$ cat config.mk
export PLATFORM = sky130hd
export DESIGN_NAME = altitude_lowpass_velocity_tracker_top_flat
export DESIGN_NICKNAME = d
export VERILOG_FILES = /design/src/rtl/core/alvt_pkg.sv /design/src/rtl/core/alvt_if.sv /design/src/rtl/core/alvt_regs.sv /design/src/rtl/core/alvt_ctrl.sv /design/src/rtl/core/alvt_dp.sv /design/src/rtl/core/altitude_lowpass_velocity_tracker_top.sv /design/src/flat_wrapper.sv
export SDC_FILE = /design/constraint.sdc
export NUM_CORES = 2
export LEC_CHECK = 0
export BUFFER_PORTS_ARGS = -buffer_cell sky130_fd_sc_hd__clkbuf_2
export CELL_PAD_IN_SITES_DETAIL_PLACEMENT = 0
export CELL_PAD_IN_SITES_GLOBAL_PLACEMENT = 1
export CORE_MARGIN = 2
export CORE_UTILIZATION = 28
export DETAILED_ROUTE_END_ITERATION = 8
export PLACE_DENSITY = 0.53
export SKIP_LAST_GASP = 1
export SLEW_MARGIN = 20
export SYNTH_ARGS = -nofsm -noshare
export SYNTH_HDL_FRONTEND = slang
export SYNTH_HIERARCHICAL = 1
export SYNTH_SLANG_ARGS = --single-unit
$ cat constraint.sdc
create_clock -name clk -period 10 [get_ports clk]
set_input_delay 0.5 -clock clk [delete_from_list [all_inputs] [get_ports clk]]
set_output_delay 0.5 -clock clk [all_outputs]
set_load 0.02 [all_outputs]
$ cat src/rtl/core/alvt_pkg.sv
// Shared constants, codes and types of the altitude low-pass velocity tracker.
// Used by the interfaces, the register block, the controller and the datapath.
`default_nettype none

package alvt_pkg;

	// Field widths
	localparam int TICK_W = 32;
	localparam int RAW_W  = 16;
	localparam int CFG_W  = 16;
	localparam int ALT_W  = 25;
	localparam int VEL_W  = 24;

	// Velocity window; the length must be a power of two (mean is a shift)
	localparam int WINDOW_LEN = 8;
	localparam int WIN_SHIFT  = $clog2(WINDOW_LEN);
	localparam int SLOT_W     = (WIN_SHIFT > 0) ? WIN_SHIFT : 1;
	localparam int SUM_W      = VEL_W + WIN_SHIFT;

	// Gain path: product of rate and the low part of the interval
	localparam int DT_LO_W   = 18;
	localparam int PROD_W    = CFG_W + DT_LO_W;
	localparam int GAIN_W    = 9;
	localparam int RECIP_W   = 19;
	localparam int RECIP_SH  = 28;
	localparam logic [GAIN_W-1:0]  GAIN_ONE      = 9'd256;
	localparam logic [PROD_W-1:0]  GAIN_SAT_PROD = 34'd257000;
	// floor(p / 1000) == (p * RECIP_M) >> RECIP_SH for every p below GAIN_SAT_PROD
	localparam logic [RECIP_W-1:0] RECIP_M       = 19'd268436;

	// Filter and velocity path
	localparam int DIFF_W  = ALT_W + 1;
	localparam int GD_W    = 35;
	localparam int STEP_W  = GD_W - 8;
	localparam int MS_W    = 10;
	localparam logic [MS_W-1:0] MS_PER_S = 10'd1000;
	localparam int DIV_W   = 35;
	localparam int CNT_W   = $clog2(DIV_W);

	localparam logic signed [VEL_W-1:0] VEL_MAX = 24'sh7FFFFF;
	localparam logic signed [VEL_W-1:0] VEL_MIN = 24'sh800000;

	// Configuration port
	localparam int APB_AW = 3;
	localparam int APB_DW = 32;
	localparam logic REG_GROUND = 1'b0;
	localparam logic REG_RATE   = 1'b1;
	localparam logic [CFG_W-1:0] RATE_RESET = 16'd256;

	typedef enum logic [2:0] {
		ST_IDLE,
		ST_GAIN1,
		ST_GAIN2,
		ST_FILT,
		ST_VEL,
		ST_DIV,
		ST_WIN
	} state_t;

	typedef struct packed {
		logic load;
		logic gain1;
		logic gain2;
		logic filt;
		logic vel;
		logic div_step;
		logic win;
	} cmd_t;

	typedef struct packed {
		logic zero_dt;
		logic out_busy;
	} status_t;

endpackage

`default_nettype wire

$ cat src/rtl/core/alvt_if.sv
// Valid/ready channel interfaces for samples in and results out.
// Depends on alvt_pkg for the field widths.
`default_nettype none

interface alvt_sample_if;
	logic                          valid;
	logic                          ready;
	logic [alvt_pkg::TICK_W-1:0]   tick_ms;
	logic [alvt_pkg::RAW_W-1:0]    raw_altitude;

	modport source (output valid, output tick_ms, output raw_altitude, input ready);
	modport sink (input valid, input tick_ms, input raw_altitude, output ready);
endinterface

interface alvt_result_if;
	logic                               valid;
	logic                               ready;
	logic signed [alvt_pkg::ALT_W-1:0]  filtered_altitude;
	logic signed [alvt_pkg::VEL_W-1:0]  mean_velocity;
	logic                               zero_interval;

	modport source (output valid, output filtered_altitude, output mean_velocity,
		output zero_interval, input ready);
	modport sink (input valid, input filtered_altitude, input mean_velocity,
		input zero_interval, output ready);
endinterface

`default_nettype wire

$ cat src/rtl/core/alvt_regs.sv
// APB-style configuration registers: ground altitude and filter rate.
// Depends on alvt_pkg for widths and register indexes.
`default_nettype none

module alvt_regs (
	input  wire logic                          clk,
	input  wire logic                          arst_n,
	input  wire logic                          psel,
	input  wire logic                          penable,
	input  wire logic                          pwrite,
	input  wire logic [alvt_pkg::APB_AW-1:0]   paddr,
	input  wire logic [alvt_pkg::APB_DW-1:0]   pwdata,
	output logic      [alvt_pkg::APB_DW-1:0]   prdata,
	output logic                               pready,
	output logic      [alvt_pkg::CFG_W-1:0]    ground,
	output logic      [alvt_pkg::CFG_W-1:0]    rate
);

	logic [alvt_pkg::CFG_W-1:0] ground_q;
	logic [alvt_pkg::CFG_W-1:0] rate_q;
	logic                       wr_en;
	logic                       reg_idx;

	assign pready  = 1'b1;
	assign wr_en   = psel && penable && pwrite;
	assign reg_idx = paddr[2];

	// Write on the access cycle
	always_ff @(posedge clk or negedge arst_n) begin
		if (!arst_n) begin
			ground_q <= '0;
			rate_q   <= alvt_pkg::RATE_RESET;
		end else if (wr_en) begin
			if (reg_idx == alvt_pkg::REG_GROUND) begin
				ground_q <= pwdata[alvt_pkg::CFG_W-1:0];
			end else begin
				rate_q <= pwdata[alvt_pkg::CFG_W-1:0];
			end
		end
	end

	// Read back the addressed register
	always_comb begin
		prdata = '0;
		if (reg_idx == alvt_pkg::REG_GROUND) begin
			prdata[alvt_pkg::CFG_W-1:0] = ground_q;
		end else begin
			prdata[alvt_pkg::CFG_W-1:0] = rate_q;
		end
	end

	assign ground = ground_q;
	assign rate   = rate_q;

endmodule

`default_nettype wire

$ cat src/rtl/core/alvt_ctrl.sv
// Controller state machine: sequences gain, filter, divide and window steps.
// Depends on alvt_pkg for the state enum and the command/status structs.
`default_nettype none

module alvt_ctrl (
	input  wire logic              clk,
	input  wire logic              arst_n,
	input  wire logic              sample_valid,
	output logic                   sample_ready,
	input  wire alvt_pkg::status_t status,
	output alvt_pkg::cmd_t         cmd
);

	alvt_pkg::state_t              state_q;
	alvt_pkg::state_t              state_d;
	logic [alvt_pkg::CNT_W-1:0]    cnt_q;
	logic [alvt_pkg::CNT_W-1:0]    cnt_d;

	// State and divide counter
	always_ff @(posedge clk or negedge arst_n) begin
		if (!arst_n) begin
			state_q <= alvt_pkg::ST_IDLE;
			cnt_q   <= '0;
		end else begin
			state_q <= state_d;
			cnt_q   <= cnt_d;
		end
	end

	// Next state and commands
	always_comb begin
		state_d      = state_q;
		cnt_d        = cnt_q;
		cmd          = '0;
		sample_ready = 1'b0;
		case (state_q)
			alvt_pkg::ST_IDLE: begin
				sample_ready = 1'b1;
				if (sample_valid) begin
					cmd.load = 1'b1;
					state_d  = alvt_pkg::ST_GAIN1;
				end
			end
			alvt_pkg::ST_GAIN1: begin
				cmd.gain1 = 1'b1;
				state_d   = alvt_pkg::ST_GAIN2;
			end
			alvt_pkg::ST_GAIN2: begin
				cmd.gain2 = 1'b1;
				state_d   = alvt_pkg::ST_FILT;
			end
			alvt_pkg::ST_FILT: begin
				cmd.filt = 1'b1;
				state_d  = alvt_pkg::ST_VEL;
			end
			alvt_pkg::ST_VEL: begin
				cmd.vel = 1'b1;
				cnt_d   = '0;
				// Zero interval needs no divide
				state_d = status.zero_dt ? alvt_pkg::ST_WIN : alvt_pkg::ST_DIV;
			end
			alvt_pkg::ST_DIV: begin
				cmd.div_step = 1'b1;
				cnt_d        = cnt_q + 1'b1;
				if (cnt_q == alvt_pkg::CNT_W'(alvt_pkg::DIV_W - 1)) begin
					state_d = alvt_pkg::ST_WIN;
				end
			end
			alvt_pkg::ST_WIN: begin
				// Hold until the output register can take the result
				if (!status.out_busy) begin
					cmd.win = 1'b1;
					state_d = alvt_pkg::ST_IDLE;
				end
			end
			default: begin
				state_d = alvt_pkg::ST_IDLE;
			end
		endcase
	end

	a_accept_starts: assert property (@(posedge clk) disable iff (!arst_n)
		(sample_valid && sample_ready) |=> (state_q == alvt_pkg::ST_GAIN1))
		else $error("accepted sample did not start the gain step");

	a_div_len: assert property (@(posedge clk) disable iff (!arst_n)
		(state_q == alvt_pkg::ST_DIV && cnt_q == alvt_pkg::CNT_W'(alvt_pkg::DIV_W - 1))
		|=> (state_q == alvt_pkg::ST_WIN))
		else $error("divide did not end after its last step");

	a_zero_skip: assert property (@(posedge clk) disable iff (!arst_n)
		(state_q == alvt_pkg::ST_VEL && status.zero_dt) |=> (state_q == alvt_pkg::ST_WIN))
		else $error("zero interval entered the divider");

endmodule

`default_nettype wire

$ cat src/rtl/core/alvt_dp.sv
// Datapath: interval, gain, low-pass filter, serial divider, velocity window
// and the output register. Depends on alvt_pkg; driven by alvt_ctrl commands.
`default_nettype none

module alvt_dp (
	input  wire logic                                 clk,
	input  wire logic                                 arst_n,
	input  wire alvt_pkg::cmd_t                       cmd,
	output alvt_pkg::status_t                         status,
	input  wire logic [alvt_pkg::CFG_W-1:0]           ground,
	input  wire logic [alvt_pkg::CFG_W-1:0]           rate,
	input  wire logic [alvt_pkg::TICK_W-1:0]          tick_ms,
	input  wire logic [alvt_pkg::RAW_W-1:0]           raw_altitude,
	output logic                                      res_valid,
	input  wire logic                                 res_ready,
	output logic signed [alvt_pkg::ALT_W-1:0]         res_filtered,
	output logic signed [alvt_pkg::VEL_W-1:0]         res_mean,
	output logic                                      res_zero
);

	localparam int AW = alvt_pkg::ALT_W;
	localparam int VW = alvt_pkg::VEL_W;
	localparam int SW = alvt_pkg::SUM_W;

	// Persistent state
	logic [alvt_pkg::TICK_W-1:0]        last_tick_q;
	logic signed [AW-1:0]               last_filt_q;
	logic signed [VW-1:0]               win_q [alvt_pkg::WINDOW_LEN];
	logic signed [SW-1:0]               sum_q;
	logic [alvt_pkg::SLOT_W-1:0]        slot_q;

	// Per-sample working registers
	logic [alvt_pkg::TICK_W-1:0]        dt_q;
	logic                               zero_q;
	logic signed [AW-1:0]               alt_q;
	logic [alvt_pkg::PROD_W-1:0]        prod_q;
	logic                               sat_q;
	logic [alvt_pkg::GAIN_W-1:0]        g_q;
	logic signed [alvt_pkg::GD_W-1:0]   gd_q;
	logic                               neg_q;
	logic [alvt_pkg::DIV_W-1:0]         quo_q;
	logic [alvt_pkg::TICK_W-1:0]        rem_q;

	// Output register
	logic                               out_valid_q;
	logic signed [AW-1:0]               out_filt_q;
	logic signed [VW-1:0]               out_mean_q;
	logic                               out_zero_q;

	// Combinational terms
	logic signed [16:0]                                 alt_diff;
	logic [alvt_pkg::TICK_W-1:0]                        dt_w;
	logic [alvt_pkg::PROD_W-1:0]                        prod_w;
	logic [alvt_pkg::DT_LO_W+alvt_pkg::RECIP_W-1:0]     recip_w;
	logic signed [alvt_pkg::DIFF_W-1:0]                 diff_w;
	logic signed [alvt_pkg::GAIN_W+alvt_pkg::DIFF_W:0]  gd_full;
	logic signed [alvt_pkg::GD_W-1:0]                   rnd_w;
	logic signed [alvt_pkg::STEP_W-1:0]                 step_w;
	logic signed [alvt_pkg::STEP_W-1:0]                 filt_w;
	logic [alvt_pkg::STEP_W-1:0]                        abs_step;
	logic [alvt_pkg::DIFF_W+alvt_pkg::MS_W-1:0]         mag_full;
	logic [alvt_pkg::TICK_W:0]                          shift_w;
	logic                                               ge_w;
	logic [alvt_pkg::TICK_W:0]                          sub_w;
	logic signed [VW-1:0]                               vel_w;
	logic signed [SW-1:0]                               sum_new;
	logic signed [SW-1:0]                               bias_w;
	logic signed [SW-1:0]                               mean_full;

	// Height above ground in Q.8 and elapsed time
	assign alt_diff = $signed({1'b0, raw_altitude}) - $signed({1'b0, ground});
	assign dt_w     = tick_ms - last_tick_q;

	// Gain: rate times interval, scaled by 1/1000 through a reciprocal
	assign prod_w  = alvt_pkg::PROD_W'(rate) * alvt_pkg::PROD_W'(dt_q[alvt_pkg::DT_LO_W-1:0]);
	assign recip_w = (alvt_pkg::DT_LO_W + alvt_pkg::RECIP_W)'(prod_q[alvt_pkg::DT_LO_W-1:0])
		* (alvt_pkg::DT_LO_W + alvt_pkg::RECIP_W)'(alvt_pkg::RECIP_M);

	// Filter increment g * (alt - last)
	assign diff_w  = $signed({alt_q[AW-1], alt_q}) - $signed({last_filt_q[AW-1], last_filt_q});
	assign gd_full = $signed({1'b0, g_q}) * diff_w;

	// Round the increment, form the new filtered value and |step| * 1000
	assign rnd_w    = gd_q + alvt_pkg::GD_W'(128);
	assign step_w   = rnd_w[alvt_pkg::GD_W-1:8];
	assign filt_w   = $signed({{(alvt_pkg::STEP_W-AW){last_filt_q[AW-1]}}, last_filt_q}) + step_w;
	assign abs_step = step_w[alvt_pkg::STEP_W-1] ? (~step_w + 1'b1) : step_w;
	assign mag_full = (alvt_pkg::DIFF_W + alvt_pkg::MS_W)'(abs_step[alvt_pkg::DIFF_W-1:0])
		* (alvt_pkg::DIFF_W + alvt_pkg::MS_W)'(alvt_pkg::MS_PER_S);

	// One restoring divide step
	assign shift_w = {rem_q, quo_q[alvt_pkg::DIV_W-1]};
	assign ge_w    = shift_w >= {1'b0, dt_q};
	assign sub_w   = shift_w - {1'b0, dt_q};

	// Signed, saturated velocity from the quotient
	always_comb begin
		if (zero_q) begin
			vel_w = '0;
		end else if (neg_q) begin
			if (quo_q > alvt_pkg::DIV_W'(2 ** (VW - 1))) begin
				vel_w = alvt_pkg::VEL_MIN;
			end else begin
				vel_w = $signed(~quo_q[VW-1:0] + 1'b1);
			end
		end else begin
			if (quo_q > alvt_pkg::DIV_W'(alvt_pkg::VEL_MAX)) begin
				vel_w = alvt_pkg::VEL_MAX;
			end else begin
				vel_w = $signed(quo_q[VW-1:0]);
			end
		end
	end

	// Window sum and mean, truncated toward zero
	assign sum_new   = sum_q + $signed({{(SW-VW){vel_w[VW-1]}}, vel_w})
		- $signed({{(SW-VW){win_q[slot_q][VW-1]}}, win_q[slot_q]});
	assign bias_w    = sum_new[SW-1] ? SW'(alvt_pkg::WINDOW_LEN - 1) : '0;
	assign mean_full = (sum_new + bias_w) >>> alvt_pkg::WIN_SHIFT;

	// Persistent state
	always_ff @(posedge clk or negedge arst_n) begin
		if (!arst_n) begin
			last_tick_q <= '0;
			last_filt_q <= '0;
			sum_q       <= '0;
			slot_q      <= '0;
			for (int i = 0; i < alvt_pkg::WINDOW_LEN; i++) begin
				win_q[i] <= '0;
			end
		end else begin
			if (cmd.load) begin
				last_tick_q <= tick_ms;
			end
			if (cmd.vel) begin
				last_filt_q <= filt_w[AW-1:0];
			end
			if (cmd.win) begin
				win_q[slot_q] <= vel_w;
				sum_q         <= sum_new;
				if (slot_q == alvt_pkg::SLOT_W'(alvt_pkg::WINDOW_LEN - 1)) begin
					slot_q <= '0;
				end else begin
					slot_q <= slot_q + 1'b1;
				end
			end
		end
	end

	// Working registers for one sample
	always_ff @(posedge clk) begin
		if (cmd.load) begin
			dt_q   <= dt_w;
			zero_q <= (dt_w == '0);
			alt_q  <= $signed({alt_diff, 8'h00});
		end
		if (cmd.gain1) begin
			prod_q <= prod_w;
			sat_q  <= (|dt_q[alvt_pkg::TICK_W-1:alvt_pkg::DT_LO_W]) && (rate != '0);
		end
		if (cmd.gain2) begin
			if (sat_q || prod_q >= alvt_pkg::GAIN_SAT_PROD) begin
				g_q <= alvt_pkg::GAIN_ONE;
			end else begin
				g_q <= recip_w[alvt_pkg::RECIP_SH+alvt_pkg::GAIN_W-1:alvt_pkg::RECIP_SH];
			end
		end
		if (cmd.filt) begin
			gd_q <= gd_full[alvt_pkg::GD_W-1:0];
		end
		if (cmd.vel) begin
			neg_q <= (step_w > 0);
			quo_q <= mag_full[alvt_pkg::DIV_W-1:0];
			rem_q <= '0;
		end else if (cmd.div_step) begin
			rem_q <= ge_w ? sub_w[alvt_pkg::TICK_W-1:0] : shift_w[alvt_pkg::TICK_W-1:0];
			quo_q <= {quo_q[alvt_pkg::DIV_W-2:0], ge_w};
		end
	end

	// Output register: fill on window update, drain on transaction
	always_ff @(posedge clk or negedge arst_n) begin
		if (!arst_n) begin
			out_valid_q <= 1'b0;
		end else if (cmd.win) begin
			out_valid_q <= 1'b1;
		end else if (res_ready) begin
			out_valid_q <= 1'b0;
		end
	end

	always_ff @(posedge clk) begin
		if (cmd.win) begin
			out_filt_q <= last_filt_q;
			out_mean_q <= mean_full[VW-1:0];
			out_zero_q <= zero_q;
		end
	end

	assign status.zero_dt  = zero_q;
	assign status.out_busy = out_valid_q && !res_ready;

	assign res_valid    = out_valid_q;
	assign res_filtered = out_filt_q;
	assign res_mean     = out_mean_q;
	assign res_zero     = out_zero_q;

	a_gain_cap: assert property (@(posedge clk) disable iff (!arst_n)
		cmd.filt |-> (g_q <= alvt_pkg::GAIN_ONE))
		else $error("filter gain above unity");

	a_rem_below: assert property (@(posedge clk) disable iff (!arst_n)
		cmd.div_step |-> (rem_q < dt_q))
		else $error("divider remainder not below the interval");

	a_filt_between: assert property (@(posedge clk) disable iff (!arst_n)
		cmd.vel |=> ((last_filt_q >= $past(last_filt_q) && last_filt_q <= alt_q)
			|| (last_filt_q <= $past(last_filt_q) && last_filt_q >= alt_q)))
		else $error("filtered value left the range between old value and input");

endmodule

`default_nettype wire

$ cat src/rtl/core/altitude_lowpass_velocity_tracker_top.sv
// Top level of the altitude low-pass velocity tracker.
// Depends on alvt_pkg, alvt_if, alvt_regs, alvt_ctrl and alvt_dp.
//
// Each sample (millisecond tick, raw altitude in feet) yields one result:
// the low-pass filtered height above ground, the mean of the last eight
// velocities in ft/s (positive while descending), both signed Q.8, and a
// flag for a zero interval, in which case the velocity is taken as zero.
// A sample runs through the gain, filter and velocity steps, the 35-step serial
// divider that forms the velocity, and the window step; a zero interval skips
// the divider. The next sample is taken as soon as the controller is back at
// rest, while the previous result may still wait in the output register.
// Write ground_altitude (0x0) and filter_rate (0x4) only while no sample is
// in flight.
`default_nettype none

module altitude_lowpass_velocity_tracker_top (
	input  wire logic                          clk,
	input  wire logic                          arst_n,
	alvt_sample_if.sink                        sample,
	alvt_result_if.source                      result,
	input  wire logic                          psel,
	input  wire logic                          penable,
	input  wire logic                          pwrite,
	input  wire logic [alvt_pkg::APB_AW-1:0]   paddr,
	input  wire logic [alvt_pkg::APB_DW-1:0]   pwdata,
	output logic      [alvt_pkg::APB_DW-1:0]   prdata,
	output logic                               pready
);

	logic [alvt_pkg::CFG_W-1:0] ground;
	logic [alvt_pkg::CFG_W-1:0] rate;
	alvt_pkg::cmd_t             cmd;
	alvt_pkg::status_t          status;
	logic                       sample_ready;

	// Configuration registers
	alvt_regs u_regs (
		.clk     (clk),
		.arst_n  (arst_n),
		.psel    (psel),
		.penable (penable),
		.pwrite  (pwrite),
		.paddr   (paddr),
		.pwdata  (pwdata),
		.prdata  (prdata),
		.pready  (pready),
		.ground  (ground),
		.rate    (rate)
	);

	// Sequencer
	alvt_ctrl u_ctrl (
		.clk          (clk),
		.arst_n       (arst_n),
		.sample_valid (sample.valid),
		.sample_ready (sample_ready),
		.status       (status),
		.cmd          (cmd)
	);

	assign sample.ready = sample_ready;

	// Arithmetic and state
	alvt_dp u_dp (
		.clk          (clk),
		.arst_n       (arst_n),
		.cmd          (cmd),
		.status       (status),
		.ground       (ground),
		.rate         (rate),
		.tick_ms      (sample.tick_ms),
		.raw_altitude (sample.raw_altitude),
		.res_valid    (result.valid),
		.res_ready    (result.ready),
		.res_filtered (result.filtered_altitude),
		.res_mean     (result.mean_velocity),
		.res_zero     (result.zero_interval)
	);

endmodule

`default_nettype wire

$ cat src/flat_wrapper.sv
// flat-port wrapper written by rule: the top's interface ports become plain ports
module altitude_lowpass_velocity_tracker_top_flat 
  (clk, arst_n, psel, penable, pwrite, paddr, pwdata, prdata, pready, sample_valid, sample_tick_ms, sample_raw_altitude, sample_ready, result_valid, result_filtered_altitude, result_mean_velocity, result_zero_interval, result_ready);
  alvt_sample_if sample_i ();
  alvt_result_if result_i ();
  input  wire logic clk;
  input  wire logic arst_n;
  input  wire logic psel;
  input  wire logic penable;
  input  wire logic pwrite;
  input  wire logic [alvt_pkg::APB_AW-1:0] paddr;
  input  wire logic [alvt_pkg::APB_DW-1:0] pwdata;
  output logic      [alvt_pkg::APB_DW-1:0] prdata;
  output logic pready;
  input wire logic [$bits(sample_i.valid)-1:0] sample_valid;
  input wire logic [$bits(sample_i.tick_ms)-1:0] sample_tick_ms;
  input wire logic [$bits(sample_i.raw_altitude)-1:0] sample_raw_altitude;
  output wire logic [$bits(sample_i.ready)-1:0] sample_ready;
  output wire logic [$bits(result_i.valid)-1:0] result_valid;
  output wire logic [$bits(result_i.filtered_altitude)-1:0] result_filtered_altitude;
  output wire logic [$bits(result_i.mean_velocity)-1:0] result_mean_velocity;
  output wire logic [$bits(result_i.zero_interval)-1:0] result_zero_interval;
  input wire logic [$bits(result_i.ready)-1:0] result_ready;
  assign sample_i.valid = sample_valid;
  assign sample_i.tick_ms = sample_tick_ms;
  assign sample_i.raw_altitude = sample_raw_altitude;
  assign sample_ready = sample_i.ready;
  assign result_valid = result_i.valid;
  assign result_filtered_altitude = result_i.filtered_altitude;
  assign result_mean_velocity = result_i.mean_velocity;
  assign result_zero_interval = result_i.zero_interval;
  assign result_i.ready = result_ready;
  altitude_lowpass_velocity_tracker_top u_core (.clk(clk), .arst_n(arst_n), .sample(sample_i), .result(result_i), .psel(psel), .penable(penable), .pwrite(pwrite), .paddr(paddr), .pwdata(pwdata), .prdata(prdata), .pready(pready));
endmodule
After elaboration in Yosys (flattened, before gate mapping)
Cells that the tools add are included.
- output and inout port bits: 85
- register bits after elaboration: 568
- input port bits: 90
- logic and storage cells: 122
- add/sub/neg operators: 13
- multipliers: 4
- bitwise operators: 4
- reduce and logical (&&, ||, !) cells: 17
- $lt $le $gt $ge: 7
- mux-type cells: 35
- equal/unequal tests: 11
- operators with widths (operator ; count):
    bitwise mux 192 bit ; 1
    2-to-1 mux 24 bit ; 7
    binary-select mux 24 bit (select 3 bit) ; 1
    demux 24 bit (select 3 bit) ; 1
    2-to-1 mux 35 bit ; 2
    subtractor 32 bit ; 2
    adder 35 x 9 -> 35 bit (second input constant) ; 1
    > comparator 35 x 23 -> 1 bit (second input constant) ; 1
    > comparator 35 x 24 -> 1 bit (second input constant) ; 1
    multiplier 10 x 26 -> 35 bit ; 1
    multiplier 18 x 17 -> 35 bit (second input constant) ; 1
    >= comparator 34 x 18 -> 1 bit (second input constant) ; 1
    multiplier 16 x 18 -> 34 bit ; 1
    >= comparator 33 x 32 -> 1 bit ; 1
    logical NOT 32 bit ; 1
    multiplier 26 x 7 -> 32 bit (second input constant) ; 1
    2-to-1 mux 32 bit ; 1
    adder 27 x 24 -> 27 bit ; 1
    adder 27 x 4 -> 27 bit ; 1
    > comparator 27 x 1 -> 1 bit (second input constant) ; 1
    subtractor 27 x 24 -> 27 bit ; 1
    adder 26 x 1 -> 26 bit (second input constant) ; 1
    2-to-1 mux 26 bit ; 1
    NOT 26 bit ; 1
    31 further kinds ; 59

Longest topological paths before layout
- depth in word-level cells: 9
- gate-level depth with buffers: 35

Hierarchy
The synthesis kept the hierarchy.
- modules (own cells, without submodules) (module ; times used ; area an instance (µm²) ; cells each ; seq. area each (µm²)):
    alvt_dp ; 1 ; 54941.4 ; 5802 ; 13863.3
    alvt_regs ; 1 ; 1599.0 ; 105 ; 802.0
    alvt_ctrl ; 1 ; 586.8 ; 65 ; 225.2

Worst setup path after synthesis
No wires, ideal clock.
- path type: flip-flop to flip-flop
- from: register u_core.u_dp.last_filt_q[8]
- to: register u_core/u_dp/gd_q[34] (netlist name) (data pin)
- setup time: 0.260 ns
- stages on the path, launching flop included: 32
- data arrival time: 7.284 ns
- data required time: 9.740 ns
- path slack: 2.456 ns
- cell sequence: dfrtp_1 > inv_1 > ha_1 > or3b_2 > nor4_1 > o211ai_1 > o21ai_0 > a21oi_1 > o21ba_2 > o21bai_1 > a21oi_1 > xnor2_1 > nand2_1 > fa_1 > inv_1 > fa_1 > fa_1 > fa_1 > inv_1 > fa_1 > inv_1 > ha_1 > a21o_1 > a21o_1 > a21o_1 > a21oi_1 > o31ai_1 > a211o_1 > and2_1 > o21a_1 > nor2_1 > xnor2_1
- word-level cells in the longest chain between the ends: 2
- RTL lines (item ; RTL line ; text):
    start: declaration ; alvt_dp.sv:27 ; logic signed [AW-1:0] last_filt_q;
    start signal: assignment ; alvt_dp.sv:136 ; last_filt_q <= filt_w[AW-1:0];
    subtractor 25 x 25 -> 26 bit ; alvt_dp.sv:80 ; assign diff_w = $signed({alt_q[AW-1], alt_q}) - $signed({last_filt_q[AW-1], last_filt_q});
    multiplier 10 x 26 -> 35 bit ; alvt_dp.sv:81 ; assign gd_full = $signed({1'b0, g_q}) * diff_w;
    via u_core.u_dp.gd_full (one bit) ; alvt_dp.sv:56 ; logic signed [alvt_pkg::GAIN_W+alvt_pkg::DIFF_W:0] gd_full;
    end signal: assignment ; alvt_dp.sv:169 ; gd_q <= gd_full[alvt_pkg::GD_W-1:0];
    end: declaration ; alvt_dp.sv:39 ; logic signed [alvt_pkg::GD_W-1:0] gd_q;
The timed path passes the listed nets, and every way through them passes these cells.
A chain may end at the register's enable or synchronous reset.

Final worst setup path
Same ends and word-level chain as after synthesis.

==> results.yml <==
synth:
  yosysUniqueCellTypes: 98
  synthTopCellsByCount: "inv_1, nand2_1, fa_1"
  syn_inst: 5972
  synth_edf_count: 205
  avgSynthCellArea_um2: 9.57
  synth_top_cell_by_area: "fa_1"
  yosysTopAreaCellShare_pct: 20.0
  yosys_register_bits: 561
  synth_seq_area_share_pct: 26.1
  syn_area_mm2: 0.0571
  ys_warn_count: 6
  synth_area_leaders: "fa_1, dfrtp_1, ha_1, edfxtp_1, inv_1"
  ys.flop_type: "dfrtp_1"
  synth_most_common_cell: "inv_1"
  async_flop_share_pct: 57.2
global_routing:
  grt-ovfl-total: 0
  grt_pass1_wl_um: 252000
  grtUsageTotal_pct: 15.2
  grt_pass1_vias: 43200
  grt_max_degree: 147
  antenna_found_initial: 8
floorplan:
  die-width_um: 456
  io_pins: 175
  core-area_mm2: 0.203
  die_h_um: 456
  start_util_pct: 28.2
  dieArea_mm2: 0.208
  num_rows: 165
timing:
  tightest_slew_ps: 1040
  fmaxAchievable_mhz: 116
  hold_violations: 0
  finalCriticalPeriod_ps: 8630
  rsz0062_at_grt: "false"
  min_period_over_period_pct: 86.3
  slew_headroom_pct: 30.2
  final_max_slew_viol_count: 0
  finClkSkew_ps: 47.2
  setup_violations: 0
  fin_setup_tns_ps: 0
final_layout:
  seq_area_mm2: 0.0149
  syn_to_final_growth_pct: 12.4
  fillCellCount: 21100
  post-route-util_pct: 31.7
  multiInputGateArea_mm2: 0.0378
  drive_above_1_share_pct: 9.21
  fin_nets: 7337
clock_network:
  cts_resized: 0
  root_buffer: "clkbuf_16"
  h-tree-depth: 3
  cts_buffers: 77
  clock_sinks: 561
  cts_tree: "built"
  cts_max_path_buffers: 3
  clk_latency_ps: 720
  clk_pin_slew_ps: 60
setup_path:
  reg2reg_depth: 31
  worstSetupPathType: "flip-flop to flip-flop"
  cp_max_fo: 4
  critPathRequiredTime_ps: 10450
  crit_arrival_ps: 9070
  startpoint_type: "flip-flop"
  slowest_delay_ps: 640
  end_kind: "flip-flop"
  crit_top_cell: "fa_1"
  r2r_slack_ps: 1370
  slowest_stage: "nor4_1"
placed_design:
  gp_congestion: 0.795
  dp_hpwl_um: 118000
  portBuffers: 139
job:
  cap_violations: 0
route:
  routed_wirelength_um: 155000
  drc: 0
  drtIter0Drc: 1794
  via_per_inst: 4.61
  first_pass_iters: 6
  vias: 40900
  ant_nets: 0
  wl_per_cell_um: 17.5
outcome:
  outcome: "finished clean"
worst_hold_path:
  hp-class: "input pin to flip-flop"
  hold_path_depth: 2
-- timing repair --
action                                 in CTS  in global routing
hold buffers                               38                  0
endpoints found under the hold margin     109                  0
buffers inserted                            0                  0
-- flip-flops by register name, summed over array words and instances, names as in the netlist, 3 cells and up --
signal                    flops
u_core/u_dp/last_tick_q      32
u_core/u_ctrl/state_q         3
u_core/u_dp/win_q           192
u_core/u_dp/g_q               9
u_core/u_dp/slot_q            3
u_core/u_dp/res_mean         24
u_core/u_dp/res_filtered     25
u_core/u_dp/sum_q            27
u_core/u_dp/gd_q             28
u_core/u_dp/dt_q             32
u_core/u_dp/rem_q            32
u_core/u_dp/last_filt_q      25
u_core/u_dp/quo_q            35
u_core/u_dp/alt_q            17
u_core/u_regs/rate           16
u_core/u_ctrl/cnt_q           6
u_core/u_dp/prod_q           34
u_core/u_regs/ground         16
-- final cells by class --
class,instances,area share (%)
Antenna cell,3,0.0117
Multi-Input combinational cell,4239,58.8
Clock buffer,101,3.33
Tap cell,2672,5.21
Sequential cell,561,23.2
Timing Repair Buffer,285,2.97
Clock inverter,40,0.820
Inverter,964,5.64
-- worst paths after layout --
kind                                                 start                          to
worst max-delay path            u_core/u_dp/last_filt_q[8]        u_core/u_dp/gd_q[34]
worst min-delay path                     sample_tick_ms[0]  u_core/u_dp/last_tick_q[0]
max in group asynchronous                           arst_n       u_core/u_dp/slot_q[0]
worst min register to register       u_core/u_dp/win_q[44]       u_core/u_dp/win_q[44]
min in group asynchronous                           arst_n      u_core/u_dp/win_q[111]
worst max register to register  u_core/u_dp/last_filt_q[8]        u_core/u_dp/gd_q[34]
-- layout by cell type (no fill, tap or decap), types with 28 or more instances in the layout --
| master | n |
|---|---|
| nand2_1 | 727 |
| xor2_1 | 97 |
| xnor2_1 | 230 |
| a21o_1 | 99 |
| mux2_2 | 74 |
| nor2_1 | 213 |
| nor3_1 | 65 |
| and2_1 | 258 |
| o21a_1 | 44 |
| dlygate4sd3_1 | 38 |
| nand2b_1 | 37 |
| ha_1 | 549 |
| a21oi_1 | 191 |
| edfxtp_1 | 205 |
| buf_4 | 107 |
| a211oi_1 | 28 |
| a31oi_1 | 39 |
| nand3_1 | 68 |
| o21ai_0 | 388 |
| o21bai_1 | 30 |
| inv_1 | 964 |
| clkbuf_16 | 78 |
| clkbuf_2 | 138 |
| dfxtp_1 | 35 |
| dfrtp_1 | 318 |
| fa_1 | 570 |
| nand4_1 | 41 |
| mux4_2 | 48 |
| mux2i_1 | 46 |
| nor2b_1 | 41 |
-- worst max-delay path, delay by kind of cell (launching register included) --
kind,cells,cell delay [ps]
xor+xnor,2,480
compound gates,13,2590
simple gates,5,1570
flops,1,360
fa+ha+maj,7,3180
buf+inv,4,210
-- metrics by stage --
step / hold slack [ps] / worst slack [ps] / instances / cell area [µm²]
detailed placement: 466 / 1510 / 8683 / 61200
floorplan: 204 / 2460 / 5987 / 57200
CTS: 2.63 / 1500 / 8862 / 64200
global route: 30.9 / 927 / 8865 / 64200
global placement: 456 / 1570 / 8683 / 61200
finish: 73.7 / 1370 / 8865 / 64200
-- cells by family after synthesis --
family                   share of synthesized area, %
AO/OA/AOI/OAI                                    10.6
other                                          0.0131
flip-flops                                       26.1
XOR/XNOR                                         5.31
adder cells (fa/ha/maj)                          32.1
AND/OR/NAND/NOR                                  13.5
buffers and inverters                            8.02
multiplexers                                     4.44
-- layer usage --
layer | track usage [%] | vias to the layer above | wire [µm]
met3 | 1.68 | 142 | 4390
li1 | - | 19900 | -
met1 | 21.0 | 20300 | 74500
met5 | 0 | - | 13
met4 | 3.73 | 2 | 3090
met2 | 25.4 | 458 | 72900
Power is left out: the tool's default activity adds up to more than one toggle a clock period on the data nets, which glitch-free logic cannot reach.
